`src/hw/rtl/lfia_pkg.sv`:
```
// lfia_pkg: shared constants, datapath op codes and status struct for the
// lowest free index allocator. Depends on nothing.
`timescale 1ns / 1ps
`default_nettype none

package lfia_pkg;

  localparam int POOL_SIZE = 1024;
  localparam int IDX_W     = 10;
  localparam int ADDR_W    = $clog2(POOL_SIZE);
  localparam int CNT_W     = $clog2(POOL_SIZE + 1);
  localparam int DATA_W    = 16;
  localparam int POS_W     = ADDR_W + 2;

  localparam logic       CMD_FREE     = 1'b1;
  localparam logic [1:0] ST_OK        = 2'd0;
  localparam logic [1:0] ST_EXHAUSTED = 2'd1;
  localparam logic [1:0] ST_OVERFLOW  = 2'd2;

  typedef enum logic [3:0] {
    OP_NOP,
    OP_LOAD,
    OP_FRESH,
    OP_EXHAUST,
    OP_OVERFLOW,
    OP_PUSH_INIT,
    OP_RD_PARENT,
    OP_PARENT_STEP,
    OP_WRITE_VAL,
    OP_RD_ROOT,
    OP_RD_LAST,
    OP_GET_LAST,
    OP_RD_LEFT,
    OP_RD_RIGHT,
    OP_CHILD_STEP,
    OP_EMIT
  } dp_op_t;

  typedef struct packed {
    logic cmd_free;
    logic heap_empty;
    logic heap_full;
    logic fresh_left;
    logic pos_zero;
    logic left_out;
    logic parent_le_val;
    logic val_le_child;
  } dp_status_t;

endpackage

`default_nettype wire

```
`src/hw/rtl/lfia_ctrl.sv`:
```
// lfia_ctrl: controller state machine of the allocator; sequences sift-up
// and sift-down steps and the output handshake. Uses lfia_pkg.
`timescale 1ns / 1ps
`default_nettype none

module lfia_ctrl (
  input  wire logic                 clk,
  input  wire logic                 rst,
  input  wire logic                 s_tvalid,
  output logic                      s_tready,
  output logic                      m_tvalid,
  input  wire logic                 m_tready,
  input  wire lfia_pkg::dp_status_t stat,
  output lfia_pkg::dp_op_t          op
);
  import lfia_pkg::*;

  typedef enum logic [3:0] {
    S_IDLE,
    S_DECIDE,
    S_UP_CHECK,
    S_UP_STEP,
    S_POP_LAST,
    S_POP_GETLAST,
    S_DOWN_CHECK,
    S_DOWN_RIGHT,
    S_DOWN_STEP,
    S_DONE
  } state_t;

  state_t state;
  state_t state_next;
  logic   emit;

  assign s_tready = (state == S_IDLE);
  assign emit     = (state == S_DONE) && (!m_tvalid || m_tready);

  always_comb begin
    op         = OP_NOP;
    state_next = state;
    case (state)
      S_IDLE: begin
        if (s_tvalid) begin
          op         = OP_LOAD;
          state_next = S_DECIDE;
        end
      end
      S_DECIDE: begin
        if (stat.cmd_free) begin
          if (stat.heap_full) begin
            op         = OP_OVERFLOW;
            state_next = S_DONE;
          end else begin
            op         = OP_PUSH_INIT;
            state_next = S_UP_CHECK;
          end
        end else if (!stat.heap_empty) begin
          op         = OP_RD_ROOT;
          state_next = S_POP_LAST;
        end else if (stat.fresh_left) begin
          op         = OP_FRESH;
          state_next = S_DONE;
        end else begin
          op         = OP_EXHAUST;
          state_next = S_DONE;
        end
      end
      S_UP_CHECK: begin
        if (stat.pos_zero) begin
          op         = OP_WRITE_VAL;
          state_next = S_DONE;
        end else begin
          op         = OP_RD_PARENT;
          state_next = S_UP_STEP;
        end
      end
      S_UP_STEP: begin
        op         = OP_PARENT_STEP;
        state_next = stat.parent_le_val ? S_DONE : S_UP_CHECK;
      end
      S_POP_LAST: begin
        op         = OP_RD_LAST;
        state_next = S_POP_GETLAST;
      end
      S_POP_GETLAST: begin
        op         = OP_GET_LAST;
        state_next = S_DOWN_CHECK;
      end
      S_DOWN_CHECK: begin
        if (stat.left_out) begin
          op         = OP_WRITE_VAL;
          state_next = S_DONE;
        end else begin
          op         = OP_RD_LEFT;
          state_next = S_DOWN_RIGHT;
        end
      end
      S_DOWN_RIGHT: begin
        op         = OP_RD_RIGHT;
        state_next = S_DOWN_STEP;
      end
      S_DOWN_STEP: begin
        op         = OP_CHILD_STEP;
        state_next = stat.val_le_child ? S_DONE : S_DOWN_CHECK;
      end
      S_DONE: begin
        if (emit) begin
          op         = OP_EMIT;
          state_next = S_IDLE;
        end
      end
      default: state_next = S_IDLE;
    endcase
  end

  always_ff @(posedge clk) begin
    if (rst) begin
      state    <= S_IDLE;
      m_tvalid <= 1'b0;
    end else begin
      state <= state_next;
      if (emit) begin
        m_tvalid <= 1'b1;
      end else if (m_tready) begin
        m_tvalid <= 1'b0;
      end
    end
  end

  a_ready_only_idle: assert property (@(posedge clk) disable iff (rst)
    s_tvalid && s_tready |=> state == S_DECIDE)
    else $error("accepted request did not start processing");

  a_no_emit_overwrite: assert property (@(posedge clk) disable iff (rst)
    m_tvalid && !m_tready |-> op != OP_EMIT)
    else $error("result overwritten while still pending");

  a_done_to_idle: assert property (@(posedge clk) disable iff (rst)
    op == OP_EMIT |=> state == S_IDLE && m_tvalid)
    else $error("emit did not present a result");

endmodule

`default_nettype wire

```
`config.mk`:
```
export PLATFORM = sky130hd
export DESIGN_NAME = lfia_ctrl
export DESIGN_NICKNAME = d
export VERILOG_FILES = /design/src/hw/rtl/lfia_pkg.sv /design/src/hw/rtl/lfia_ctrl.sv
export SDC_FILE = /design/constraint.sdc
export NUM_CORES = 1
export LEC_CHECK = 0
export BUFFER_PORTS_ARGS = -buffer_cell sky130_fd_sc_hd__buf_2
export CAP_MARGIN = 40
export CORE_AREA = 3 3 40 42
export CTS_BUF_LIST = sky130_fd_sc_hd__clkbuf_4
export CTS_CLUSTER_SIZE = 10
export DETAILED_ROUTE_END_ITERATION = 8
export DIE_AREA = 0 0 43 45
export PLACE_DENSITY_LB_ADDON = 0.1
export SYNTH_ARGS = -nofsm -noshare
export SYNTH_HDL_FRONTEND = slang
export SYNTH_SLANG_ARGS = --single-unit
```
`constraint.sdc`:
```
create_clock -name clk -period 1.73 [get_ports clk]
set_input_delay 0.346 -clock clk [delete_from_list [all_inputs] [get_ports clk]]
set_output_delay 0.346 -clock clk [all_outputs]
set_load 0.05 [all_outputs]
```
# Word-level counts from Yosys, hierarchy flattened
# Cells that the tools add are included.
[totals] register_bits=5 output_inout_bits=6 word_cells=40
[classes] n_eq_ne=11 muxes=21 n_reduce_logical=6
[op_table] cell="$pmux W4 S10" n=2
[op_table] cell="$mux W4" n=13
[op_table] cell="$eq A4 B3 Y1 const B" n=4
[op_table] cell="$eq A4 B2 Y1 const B" n=2
[op_table] cell="$eq A4 B4 Y1 const B" n=2
[op_table] cell="$mux W1" n=5
[op_table] cell="$eq A4 B1 Y1 const B" n=1
[op_table] cell="$logic_not A4 Y1" n=1
[op_table] cell="$ne A2 B2 Y1 const B" n=2
[op_table] cell="$mux W3" n=1
[op_table] cell="$reduce_and A2 Y1" n=1
[op_table] cell="$reduce_bool A2 Y1" n=1
[op_table] cell="$logic_and A1 B1 Y1" n=1
[op_table] cell="$logic_not A1 Y1" n=1
[op_table] cell="$logic_or A1 B1 Y1" n=1

# Depth between registers and ports, before layout
# Gate-level depths: netlist (run 1).
[depth] depth_word=5 depth_mapped=6 mapped_depth_nobuf=4

# Worst setup path after synthesis (run 1)
# No wires, ideal clock.
[synth_path] path_type="register -> output" startpoint="register state[2]" endpoint="output port s_tready" arrival_time_ns=2.097 required_time_ns=1.384 slack_ns=-0.713 stages_incl_launch_ff=4 path_buffers=2 cell_sequence="dfxtp_1 buf_2 buf_2 nor4_1"
[synth_between] elab_chain_len=1
[synth_lines] element="start: declaration" line="lfia_ctrl.sv:31" source="state_t state;"
[synth_lines] element="start signal: assignment" line="lfia_ctrl.sv:121" source="state <= state_next;"
[synth_lines] element="$logic_not A4 Y1" line="lfia_ctrl.sv:35" source="assign s_tready = (state == S_IDLE);"
[synth_lines] element="end: declaration" line="lfia_ctrl.sv:10" source="output logic s_tready,"
# Every way passes these cells.

# Final worst setup path (run 1)
[layout_path] startpoint="register state[3]" endpoint="output port op[3]"
[layout_between] elab_chain_len=4 word_cells_on_any_way=13 classes_between="eq/ne (9); mux (2); reduce/logical (2)"
[layout_lines] element="$eq A4 B4 Y1" line="lfia_ctrl.sv:36, lfia_ctrl.sv:41"
[layout_lines] element="$logic_and A1 B1 Y1" line="lfia_ctrl.sv:36" source="assign emit = (state == S_DONE) && (!m_tvalid || m_tready);"
[layout_lines] element="$mux W4" line="lfia_ctrl.sv:107" source="if (emit) begin"
[layout_lines] element="$pmux W4 S10 (*)" line="lfia_ctrl.sv:41" source="case (state)"
[layout_lines] element="end: declaration" line="lfia_ctrl.sv:14" source="output lfia_pkg::dp_op_t op"
# Every way passes the cells marked *; elsewhere a longest branch is shown, timed or not.

==> metrics.txt, run 1 <==
worst IR drop on VDD 0.000669 V; arrival time at the worst endpoint 1.32 ns; Post-Route Setup TNS 0 ns; number of cells after detailed placement about 110; worst path required time 1.38 ns; number of rows in the core area 13; first-pass detailed-route iteration total 4; maximum operating frequency approximately 0.6 GHz; die height 45 microns; sequential-to-total area share from yosys stat 18.6%; met2 wire length between 800 and 900 microns; total routed wirelength between 1500 and 2000 microns; Gate Count Post-Synth between 70 and 80; placeable core region roughly 1300 sq um; maximum level of the CTS H-tree 1; die span in x 43 microns; R2R Path End state[3]; transition time at the pin with the least slew margin 0.287 ns; wire length on met1 between 600 and 700 microns; Critical Path Source Type flip-flop; Clock Sinks 5; Clock Latency Late Sink around 0.24 ns; post-route minimum period 1.66 ns; power density cells 1190 nW/um^2; die footprint 1940 sq um; total of warnings raised by yosys 0; endpoint with the worst hold slack m_tvalid; clock tree from TritonCTS built; outcome finished clean; start of the worst register-to-register path state[1]; Synth cell types 34; maximum number of pins on one net before global-route repair 17; wire length of the first global-routing pass between 2000 and 2500 microns; Placed Instance Area 743 sq um; number of cells on the worst reg-to-reg path 5; max_cap viols 0; final number of max-transition violations 0; mapped cell area ~540 sq um; startpoint of the lowest-slack hold path rst; Hold Crit Depth 2; nets@finish 117; clock input transition at the sequential cells of the worst setup and hold paths 0.04 ns; WS Path Type reg -> out; highest layer used for signal routing met3; Congestion Overflow GR 0; Overall Global Routing Usage 16.6%; via/cell ratio 5.63; DRC violations left 0; worst slew slack as a fraction of its limit 80.8%; TritonCTS buffer count 3; Synth Net Count 86; Crit. End Element output port; final HPWL from detailed placement 1160 microns; leakage 0.365 nW; synth-to-layout area growth 60.9%; antenna viol nets, final 0; number of failing setup endpoints in the final timing report 0; number of antenna violations at the first check in global routing 0; post-layout instance count excluding filler cells around 120; post-synthesis area per instance slightly above 7 sq um; Final Wtd Congestion 0.853; detail-routed net length per standard cell 13.1 microns; antenna diode count 0; critical path fanouts, max 6; Starting Density approximately two fifths; final standard cell area without fillers 866 sq um; vias post-DR 670; path type of the worst min-delay path in -> reg; maximum number of buffers from clock root to sink 2; R2R Setup Slk 0.26 ns; final period utilization 96.1%; met3 wire len a little over 60 microns; cell at the root of the clock tree clkbuf_4; clock tree skew after final layout approximately 0.0014 ns; ports placed on the boundary 18; number of storage elements in the synthesis netlist 5; count of final hold-check violations 0; number of global-route vias before repair 581; DRT iter0 DRCs 10; PortBufs 17; layout cell share with drive strength beyond 1 51.0%
final cells by class:
type	instances	area, sq um
multi-input combinational	60	442
fill	121	419
timing repair buffer	31	236
sequential	5	111
clock buffer	4	30.0
inverter	4	27.5
tap	15	18.8
flip-flops by register name, summed over array words and instances (netlist names):
register  cells
state         4
m_tvalid      1
how the worst max path moves through the flow:
stage	start	end	slack, ns	depth (start not counted)
after floorplan	state[2]	s_tready	-0.09	3
after global placement	m_tready	op[0]	0.02	6
after detailed placement	m_tready	op[0]	0.02	6
after CTS	m_tvalid	op[0]	0.02	5
after global routing	state[0]	op[2]	-0.04	5
final	state[3]	op[3]	0.07	5
placed cells by master (no fill, tap or decap), types with 2 or more instances in the layout:
cell type  Yosys  routed
buf_2          4      13
buf_4          0      13
o21ai_0        8       7
nand2_1        6       6
nor2_1         4       4
clkbuf_4       0       4
nor2b_1        5       3
a21oi_1        3       3
inv_1          3       3
a22oi_1        4       3
a31oi_1        4       3
dfxtp_2        0       3
buf_6          1       3
nand2b_1       2       2
and2_1         2       2
buf_12         0       2
dfxtp_4        0       2
routing by layer:
layer	track usage [%]	vias up
li1	-	336
met1	20.2	315
met5	0	-
met4	1.81	0
met2	29.9	19
met3	4.78	0
metrics by stage:
stage,power [W],util (%),worst slack [ns],hold WS [ns]
floorplan,0.000632,-,-0.0860,0.408
global placement,0.000784,57.8,0.0195,0.519
detailed placement,0.000788,57.8,0.0174,0.523
CTS,0.000978,62.7,0.0201,0.350
global route,0.00110,67.4,-0.0423,0.342
finish,0.00103,67.4,0.0673,0.345
kinds of logic after synthesis:
kind of cell | synth area share, %
DFF | 18.6
buffers and inverters | 10.9
and+or+nand+nor | 37.2
AOI/OAI and AO/OA | 33.3
where the power goes:
group | internal, W | switching (W) | total, W
Combinational | 0.000305 | 0.000398 | 0.000703
Clock | 0.000103 | 0.0000441 | 0.000147
Sequential | 0.000141 | 0.0000387 | 0.000179
Total | 0.000548 | 0.000481 | 0.00103
critical path: stages, from the launching register on:
cell	delay, ns
dfxtp_2	0.34
buf_4	0.16
nor2_1	0.13
nand3_1	0.12
o211ai_1	0.11
buf_4	0.22
repair_timing:
action / 4_1_cts / 5_1_grt
resized for setup: 11 / 8
hold buffers: 0 / 0
buffers inserted: 0 / 3
pin swaps: 0 / 1
setup endpoints to repair: 4 / 4
Yosys cell counts:
library cell	instances	area, sq um
nor3b_1	1	7.51
nand2_1	6	22.5
o21a_1	1	7.51
and2_1	2	12.5
inv_1	3	11.3
or4_1	1	7.51
nor2b_1	5	31.3
o211ai_1	1	7.51
a21oi_1	3	15.0
nand4b_1	1	8.76
nor2_1	4	15.0
nand2_4	1	11.3
and2b_1	1	7.51
a211oi_1	1	7.51
o31ai_2	1	12.5
and4b_1	1	10.0
nand3b_1	1	7.51
buf_6	1	11.3
o21ai_1	1	5.00
or3_1	1	6.26
nor4_1	1	6.26
nor3_1	2	10.0
nor3b_2	1	12.5
o21ai_0	8	40.0
dfxtp_1	5	100
a31oi_1	4	25.0
clkinv_8	1	16.3
a22oi_1	4	30.0
o32ai_1	2	17.5
nand3_1	1	5.00
buf_2	4	20.0
o41a_1	1	11.3
and3_1	1	6.26
nand2b_1	2	12.5
Power figures use the tool's default switching activity.
==> run 2: changes to the inputs <==
--- a/config.mk
+++ b/config.mk
@@ -7,11 +7,13 @@
 export LEC_CHECK = 0
 export BUFFER_PORTS_ARGS = -buffer_cell sky130_fd_sc_hd__buf_2
 export CAP_MARGIN = 40
-export CORE_AREA = 3 3 40 42
+export CELL_PAD_IN_SITES_DETAIL_PLACEMENT = 1
+export CELL_PAD_IN_SITES_GLOBAL_PLACEMENT = 1
+export CORE_AREA = 3 3 42 44
 export CTS_BUF_LIST = sky130_fd_sc_hd__clkbuf_4
-export CTS_CLUSTER_SIZE = 10
+export CTS_CLUSTER_SIZE = 25
 export DETAILED_ROUTE_END_ITERATION = 8
-export DIE_AREA = 0 0 43 45
+export DIE_AREA = 0 0 45 47
 export PLACE_DENSITY_LB_ADDON = 0.1
 export SYNTH_ARGS = -nofsm -noshare
 export SYNTH_HDL_FRONTEND = slang
==> run 2 against run 1 <==
Net effect:
- sequential power barely moved
- die area rose by 9.3%
- fmax shrank 3.1%
- worst hold slack lost 0.0069 ns
- flip-flop and latch count unchanged
- final cell count rose by 0.84%
==> metrics.txt, run 2 (synthesized netlist as in run 1, its figures left out) <==
antenna viol nets, final 0 (unchanged); Starting Density 36.6% (-5.3 points); final number of max-transition violations 0 (unchanged); maximum level of the CTS H-tree 1 (unchanged); maximum number of pins on one net before global-route repair 18 (+1); transition time at the pin with the least slew margin 0.287 ns (-0.0000534 ns); largest reg by FF count state; startpoint of the lowest-slack hold path rst; synth-to-layout area growth 58.8%; Final Wtd Congestion 0.797 (-6.5%); maximum number of buffers from clock root to sink 2 (unchanged); vias post-DR 681 (+1.6%); TritonCTS buffer count 3 (unchanged); number of cells after detailed placement 114 (+1.8%); Clock Latency Late Sink 0.25 ns (about the same); antenna diode count 0 (unchanged); critical path fanouts, max 8 (+2); total routed wirelength 2040 microns (+31%); outcome finished clean; pre-CTS setup slack 0.00776 ns (-0.00962 ns); clock input transition at the sequential cells of the worst setup and hold paths 0.05 ns (about the same); start of the worst register-to-register path state[0]; clock tree from TritonCTS built; overall power of the completed layout 0.00106 W (+2.6%); placeable core region 1470 sq um (+15%); leakage 0.361 nW (-1.1%); die footprint 2120 sq um (+9.3%); arrival time at the worst endpoint 1.37 ns (+0.05 ns); post-route minimum period 1.72 ns (+0.0532 ns); Critical Path, Cell by Cell buf_4 -> a21oi_1 -> o32ai_2 -> buf_6; final period utilization 99.2% (+3.1 points); combined buffer and inverter count along the critical path 2 (unchanged); Final WS setup 0.0141 ns (-0.0532 ns); largest registers in the final layout state: 4 flops, m_tvalid: 1 flops; number of buffers inserted by hold repair at cts 0 (unchanged); setup repair after global routing missed its margin true; crit path max-delay cell type dfxtp_2; maximum operating frequency 0.583 GHz (-3.1%); count of final hold-check violations 0 (unchanged); max_cap viols 0 (unchanged); worst IR drop on VDD 0.000694 V (+3.8%); number of cells on the worst reg-to-reg path 5 (unchanged); internal power consumption 0.000544 W (-0.78%); Crit. End Element output port; cell at the root of the clock tree clkbuf_4; PortBufs 17 (unchanged); Clock Sinks 5 (unchanged); power density cells 1240 nW/um^2 (+4.0%); CP delay by family, top buffers and inverters; die height 47 microns (+4.4%); Sw Pwr 0.000513 W (+6.5%); Slowest Stage Delay on Critical Path 0.38 ns (+0.04 ns); post-layout instance count excluding filler cells 120 (+0.84%); WS Path Type reg -> out; Hold Crit Depth 2 (unchanged); layout cell share with drive strength beyond 1 51.9% (+0.96 points); worst slew slack as a fraction of its limit 80.8% (about the same); number of flip-flops under the largest register name 4 (unchanged); Comb power frac 68.3% (about the same); ports placed on the boundary 18 (unchanged); commonest cells after routing, fill and taps aside 14 x buf_4, 13 x buf_2, 7 x o21ai_0, 6 x nand2_1; count of fill cells added during filler insertion 196 (+62%); Overall Global Routing Usage 19.2% (+2.6 points); die span in x 45 microns (+4.7%); sw frac 48.5% (+1.8 points); first-pass detailed-route iteration total 4 (unchanged); number of rows in the core area 14 (+1); path type of the worst min-delay path in -> reg; Critical Path Source Type flip-flop; R2R Setup Slk 0.27 ns (about the same); wire length of the first global-routing pass 2950 microns (+20%); DRC violations left 0 (unchanged); DRT iter0 DRCs 7 (-3); worst path required time 1.38 ns (about the same); final HPWL from detailed placement 1440 microns (+24%); number of global-route vias before repair 649 (+12%); clock tree skew after final layout 0.00747 ns (+0.00609 ns); number of antenna violations at the first check in global routing 0 (unchanged); number of failing setup endpoints in the final timing report 0 (unchanged); sequential power share 16.9% (-0.5 points); via/cell ratio 5.68 (+0.79%); Congestion Overflow GR 0 (unchanged); detail-routed net length per standard cell 17.0 microns (+30%); nets@finish 117 (unchanged); R2R Path End state[3]; most common cell after layout, fill and taps aside buf_4; endpoint with the worst hold slack state[3]; relative contribution of the clock network to total power 14.8% (+0.6 points)
==> run 2: per-layer routing <==
metal  vias up  part of all wire (%)  track usage [%]
met1       334                    43             21.6
met3         0                   2.5             3.45
li1        335                     -                -
met2        12                    54             39.3
met4         0                     0                0
met5         -                     0                0
==> run 2: power groups by stage <==
stage / clock, W / sequential (W) / combinational, W
after CTS: 0.000157 / 0.000189 / 0.000655
after global placement: 0 / 0.000184 / 0.000600
after detailed placement: 0 / 0.000185 / 0.000609
final: 0.000156 / 0.000179 / 0.000721
after global routing: 0.000169 / 0.000182 / 0.000766
after floorplan: 0 / 0.000158 / 0.000474
==> run 2: how the worst max path moves through the flow <==
stage / start / to / slack (ns) / cells after the start
final: state[2] / op[1] / 0.01 / 4
after floorplan: state[2] / s_tready / -0.09 / 3
after global routing: state[1] / op[1] / -0.04 / 4
after global placement: m_tready / op[0] / 0.01 / 6
after detailed placement: m_tready / op[0] / 0.008 / 6
after CTS: m_tvalid / op[0] / 0.008 / 5
==> run 2: what timing repair did <==
| action | in CTS | in global routing |
|---|---|---|
| gates cloned | 0 | 0 |
| setup buffers | 0 | 2 |
| endpoints found under the setup margin | 4 | 4 |
| gates resized for setup | 14 | 7 |
| pin swaps | 0 | 0 |
==> run 2: stage by stage <==
step | hold WS, ns | util (%) | instance area (sq um) | TNS (ns)
after CTS | 0.343 | 55.1 | 811 | 0
after detailed placement | 0.538 | 50.3 | 739 | 0
after global routing | 0.344 | 58.1 | 855 | -0.0532
after global placement | 0.519 | 50.3 | 739 | 0
after floorplan | 0.408 | - | 594 | -0.132
final | 0.338 | 58.1 | 855 | 0
==> run 2: cell type report <==
| cell class | instances | area (sq um) | share of cell area, % |
|---|---|---|---|
| clock buffer | 4 | 30.0 | 3.51 |
| tap | 16 | 20.0 | 2.34 |
| inverter | 4 | 27.5 | 3.22 |
| sequential | 5 | 111 | 13.0 |
| multi-input combinational | 60 | 442 | 51.7 |
| timing repair buffer | 31 | 224 | 26.2 |
